`src/rtl/core/kmst_pkg.sv`:
```
// Shared types and constants for the spanning tree engine.
`timescale 1ns / 1ps
package kmst_pkg;
    localparam int DEF_MAX_VERTICES = 64;
    localparam int DEF_MAX_EDGES    = 256;
    localparam int W_WIDTH    = 16;
    localparam int ID_WIDTH   = 6;
    localparam int CNT_WIDTH  = 7;
    localparam int COST_WIDTH = 22;
    localparam int KEY_WIDTH  = W_WIDTH + 2 * ID_WIDTH;
    localparam logic [CNT_WIDTH-1:0] VCOUNT_RESET = 7'd64;

    // Front-to-back queue word: an edge key with a last-edge flag and a drop flag.
    typedef struct packed {
        logic                 fin;
        logic                 drop;
        logic [KEY_WIDTH-1:0] key;
    } cmd_t;
endpackage

```
`src/rtl/core/kmst_front.sv`:
```
// Front end: accepts edges, checks endpoint range and capacity, queues commands.
`timescale 1ns / 1ps
module kmst_front #(
    parameter int MAX_VERTICES = kmst_pkg::DEF_MAX_VERTICES
) (
    input  logic                            clk,
    input  logic                            rst_n,
    input  logic                            push,
    output logic                            full,
    input  logic signed [kmst_pkg::W_WIDTH-1:0]  edge_weight,
    input  logic [kmst_pkg::ID_WIDTH-1:0]   end_u,
    input  logic [kmst_pkg::ID_WIDTH-1:0]   end_v,
    input  logic                            last_edge,
    input  logic [kmst_pkg::CNT_WIDTH-1:0]  vcount,
    output logic                            q_valid,
    output kmst_pkg::cmd_t                  q_data,
    input  logic                            q_pop
);
    import kmst_pkg::*;
    localparam int QD = 4;
    localparam int QA = $clog2(QD);
    localparam logic [CNT_WIDTH-1:0] MAXV = CNT_WIDTH'(MAX_VERTICES);

    cmd_t             mem [QD];
    logic [QA:0]      wp_reg, rp_reg, wp_next, rp_next;
    logic [CNT_WIDTH-1:0] lim;
    logic             bad;
    cmd_t             cmd;
    logic             wr;

    assign lim = (vcount > MAXV) ? MAXV : vcount;
    assign bad = ({1'b0, end_u} >= lim) || ({1'b0, end_v} >= lim);
    assign full = (wp_reg[QA] != rp_reg[QA]) && (wp_reg[QA-1:0] == rp_reg[QA-1:0]);
    assign q_valid = wp_reg != rp_reg;
    assign q_data = mem[rp_reg[QA-1:0]];
    assign wr = push && !full;
    assign wp_next = wp_reg + (QA+1)'(wr);
    assign rp_next = rp_reg + (QA+1)'(q_pop && q_valid);

    always_comb
    begin
        cmd.fin  = last_edge;
        cmd.drop = bad;
        cmd.key  = {~edge_weight[W_WIDTH-1], edge_weight[W_WIDTH-2:0], end_u, end_v};
    end

    always_ff @(posedge clk)
    begin
        if (wr)
        begin
            mem[wp_reg[QA-1:0]] <= cmd;
        end
    end

    always_ff @(posedge clk or negedge rst_n)
    begin
        if (!rst_n)
        begin
            wp_reg <= '0;
            rp_reg <= '0;
        end
        else
        begin
            wp_reg <= wp_next;
            rp_reg <= rp_next;
        end
    end

    a_q_bound: assert property (@(posedge clk) disable iff (!rst_n)
        (wp_reg - rp_reg) <= (QA+1)'(QD)) else $error("queue overfill");
    a_no_wr_full: assert property (@(posedge clk) disable iff (!rst_n)
        full |=> wp_reg == $past(wp_reg)) else $error("write while full");
    a_no_rd_empty: assert property (@(posedge clk) disable iff (!rst_n)
        !q_valid |=> rp_reg == $past(rp_reg)) else $error("read while empty");
endmodule

```
`config.mk`:
```
export PLATFORM = sky130hd
export DESIGN_NAME = kmst_front
export DESIGN_NICKNAME = d
export VERILOG_FILES = /design/src/rtl/core/kmst_pkg.sv /design/src/rtl/core/kmst_front.sv
export SDC_FILE = /design/constraint.sdc
export NUM_CORES = 1
export LEC_CHECK = 0
export BUFFER_PORTS_ARGS = -buffer_cell sky130_fd_sc_hd__buf_2
export CELL_PAD_IN_SITES_DETAIL_PLACEMENT = 2
export CELL_PAD_IN_SITES_GLOBAL_PLACEMENT = 2
export CORE_ASPECT_RATIO = 0.7
export CORE_MARGIN = 4
export CORE_UTILIZATION = 47
export DETAILED_ROUTE_END_ITERATION = 7
export GPL_ROUTABILITY_DRIVEN = 0
export HOLD_SLACK_MARGIN = 0.05
export PLACE_DENSITY_LB_ADDON = 0.1
export SETUP_SLACK_MARGIN = 0.15
export SLEW_MARGIN = 20
export SYNTH_ARGS = -nofsm -noshare
export SYNTH_HDL_FRONTEND = slang
export SYNTH_SLANG_ARGS = --single-unit
```
`constraint.sdc`:
```
create_clock -name clk -period 7.16 [get_ports clk]
set_input_delay 0.716 -clock clk [delete_from_list [all_inputs] [get_ports clk]]
set_output_delay 0.716 -clock clk [all_outputs]
set_load 0.01 [all_outputs]
```
==> impl_metrics.json, run 1 <==
{
  "status": "did not finish",
  "stop_stage": "3_5_place_dp",
  "firstError": "[ERROR DPL-0033] detailed placement checks failed during check placement.",
  "netlist_instances": 219,
  "rows": 30,
  "syn_area_per_cell_um2": 22.4,
  "numPortBuffers": 71,
  "syn_nets": 275,
  "synth_warnings": 0,
  "synth-seq-cells": 126,
  "hpwl_mm": 8.57,
  "netlist_area_um2": 4910,
  "dieHeight_um": 93.5,
  "start_util": 0.493,
  "io_pins": 72,
  "ys_types": 26,
  "die_x_um": 130,
  "ys_seq_area_frac": 0.765
}
## synth_stat cells
library cell  instances  share of area
edfxtp_1            120           0.73
mux4_2               30           0.14
ha_1                 16          0.041
nand2b_1              7         0.0089
dfrtp_1               6          0.031
inv_1                 4         0.0031
xor2_1                4         0.0071
a21oi_1               3         0.0031
buf_1                 3         0.0023
buf_2                 3         0.0031
nand2_1               3         0.0023
a21o_1                2         0.0031
a31oi_1               2         0.0025
nor2_1                2         0.0015
nor3b_1               2         0.0031
o21ai_0               2         0.0020
a22oi_1               1         0.0015
and2_1                1         0.0013
and3_1                1         0.0013
clkbuf_1              1        0.00076
inv_2                 1        0.00076
nand2_4               1         0.0023
nor2b_1               1         0.0013
nor3_1                1         0.0010
or3_4                 1         0.0023
xnor2_1               1         0.0018
## metrics by stage
stage,worst slack [ns],area (um2),cells,hold slack (ns)
after floorplan,3.58,4910,219,0.420
after global placement,4.68,5450,416,0.474
## kinds of logic after synthesis
logic type,synth area share
mux,0.138
compound gates,0.0122
fa+ha+maj,0.0408
buf+inv,0.00994
xor+xnor,0.00893
flops,0.765
simple gates,0.0252
==> inputs of run 2 (changes only) <==
==> config.mk (replaced) <==
export PLATFORM = sky130hd
export DESIGN_NAME = kmst_front
export DESIGN_NICKNAME = d
export VERILOG_FILES = /design/src/rtl/core/kmst_pkg.sv /design/src/rtl/core/kmst_front.sv
export SDC_FILE = /design/constraint.sdc
export NUM_CORES = 1
export LEC_CHECK = 0
export BUFFER_PORTS_ARGS = -buffer_cell sky130_fd_sc_hd__buf_2
export CORE_MARGIN = 4
export CORE_UTILIZATION = 40
export DETAILED_ROUTE_END_ITERATION = 7
export GPL_ROUTABILITY_DRIVEN = 0
export PLACE_DENSITY_LB_ADDON = 0.15
export SLEW_MARGIN = 20
export SYNTH_ARGS = -nofsm -noshare
export SYNTH_HDL_FRONTEND = slang
export SYNTH_SLANG_ARGS = --single-unit
==> run 2 against run 1 <==
Compared with the run above:
- the flow now finishes without violations
- synthesized cell count did not move
- synthesized area is the same
==> impl_metrics.json, run 2 <==
{
  "status": "finished clean",
  "clock_latency_ns": 0.41,
  "start_util": 0.408,
  "wirelength_mm": 8.89,
  "ys_top_cells_by_area": "edfxtp_1, mux4_2, ha_1, dfrtp_1, nand2b_1",
  "syn_nets": 275,
  "setup_violations": 0,
  "cts_tree": "yes",
  "p_sw_frac": 0.284,
  "antenna_found_initial": 0,
  "fin_nets": 364,
  "layout_commonest_cell": "edfxtp_1",
  "core_um2": 12000,
  "combPwrFrac": 0.265,
  "total_power_mw": 2.62,
  "firstDrtPassIters": 4,
  "hold_viol": 0,
  "ant_nets": 0,
  "p_per_area_nw_per_um2": 431,
  "path_clk_slew_ns": 0.06,
  "hold_buffers": 0,
  "place_area_um2": 5480,
  "synth_edf_count": 120,
  "fin_crit_ns": 2.98,
  "synth-seq-cells": 126,
  "cp.required_ns": 6.44,
  "syn_to_final_growth_pct": 23.8,
  "wl_per_cell_um": 19.0,
  "post-cts-setup-buffer-count": 0,
  "hpwl_mm": 5.53,
  "vias_per_cell": 5.14,
  "synth_warnings": 0,
  "tightestPinTransition_ns": 0.808,
  "power_leakage_nw": 2.21,
  "maxCapViolCount": 0,
  "place_inst": 436,
  "seq_power_share": 0.412,
  "num_vias": 2406,
  "cts_resized": 0,
  "synth.most_common_cell": "edfxtp_1",
  "drc": 0,
  "min-delay-path-class": "input pin to asynchronous set/reset pin",
  "worstPathMaxFanout": 20,
  "final_cells": 468,
  "dpl_worst_slack_ns": 4.52,
  "cp.arrival_ns": 2.27,
  "ys_top_cells_by_count": "edfxtp_1, mux4_2, ha_1",
  "ys.flop_type": "edfxtp_1",
  "mostFrequentLayoutCells": "edfxtp_1, buf_2, mux4_2, clkbuf_16, ha_1",
  "critPathCaptureType": "output pin",
  "fmax_ghz": 0.335,
  "fin_area_um2": 6070,
  "rows": 40,
  "ys_types": 26,
  "netlist_instances": 219,
  "cts_buffer_depth": 2,
  "synth_area_leader_cell": "edfxtp_1",
  "setup_ws_ns": 4.18,
  "finalCritPeriodShare": 0.416,
  "relSlewSlack": 0.462,
  "ys_seq_area_frac": 0.765,
  "grt_pass1_wl_mm": 14.3,
  "htree_levels": 4,
  "async_reset_ff_frac": 0.0476,
  "die_x_um": 119,
  "drv_slew": 0,
  "largest_register_ffs": 120,
  "grt_max_degree": 31,
  "vdd_ir_drop_max_mv": 0.162,
  "die-area_um2": 14100,
  "dieHeight_um": 119,
  "whs_ns": 0.126,
  "drive_above_1_share": 0.452,
  "insertedDiodeCount": 0,
  "p_int_mw": 1.88,
  "final_core_util": 0.506,
  "synth_top_cell_area_share": 0.735,
  "io_pins": 72,
  "crit_type": "register to output pin",
  "numPortBuffers": 71,
  "grt_setup_unrepaired": "false",
  "overflow": 0,
  "p_sw_mw": 0.745,
  "grt_pass1_vias": 2684,
  "syn_area_per_cell_um2": 22.4,
  "timing.critical_path.from_type": "register",
  "track_usage": 0.138,
  "p_clk_frac": 0.323,
  "cts_sinks": 126,
  "netlist_area_um2": 4910,
  "setup-tns-final_ns": 0,
  "finClkSkew_ns": 0.00438,
  "cts-root-buf": "clkbuf_16",
  "cts_buffers": 17,
  "drt_iter0_drc": 144
}
==> run 2: cell counts after synthesis <==
No cell type changed its count.
==> run 2: cells by family (layout without fill, tap and decap cells) <==
logic type / count (synthesis) / in the layout / synth area share
DFF: 126 / 126 / 0.765
muxes: 30 / 30 / 0.138
and+or+nand+nor: 20 / 20 / 0.0252
adders and majority gates: 16 / 16 / 0.0408
buffers and inverters: 12 / 114 / 0.00994
AOI/OAI and AO/OA: 10 / 10 / 0.0122
xor gates and xnor gates: 5 / 5 / 0.00893
==> run 2: worst paths after layout <==
path | startpoint | endpoint | slack [ns] | depth (start not counted)
setup / recovery | rp_reg[0] | q_data[11] | 4.18 | 3
hold / removal | rst_n | rp_reg[1] | 0.13 | 1
setup reg to reg | rp_reg[1] | mem[3][13] | 4.86 | 5
hold reg to reg | wp_reg[2] | wp_reg[2] | 0.49 | 1
max in group asynchronous | rst_n | rp_reg[0] | 6.87 | 1
min in group clk | wp_reg[2] | wp_reg[2] | 0.49 | 1
==> run 2: layout make-up <==
cell class	instances	area, um2
fillers	994	5940
flip-flops and latches	126	3750
multi-input cells	81	1120
clock buffers	17	425
repair buffers	77	400
well taps	147	184
clock inverters	15	171
inverters	5	18.8
==> run 2: critical path: stages (launching register included) <==
cell and delay, ns:
dfrtp_2 0.64, buf_4 0.46, mux4_2 0.58, buf_2 0.16
==> run 2: power groups by stage <==
stage / Clock (mW) / Sequential (mW) / Combinational [mW]
floorplan: 0 / 1.06 / 0.482
global placement: 0 / 1.09 / 0.713
detailed placement: 0 / 1.10 / 0.719
CTS: 0.865 / 1.08 / 0.721
global route: 0.904 / 1.10 / 0.764
finish: 0.845 / 1.08 / 0.695
==> run 2: per-layer routing <==
metal / vias up / track usage / share of wire
li1: 1087 / - / -
met1: 1247 / 0.165 / 0.42
met2: 63 / 0.226 / 0.51
met3: 9 / 0.0526 / 0.057
met4: 0 / 0.0521 / 0.013
met5: - / 0 / 0
Power figures use the tool's default switching activity.
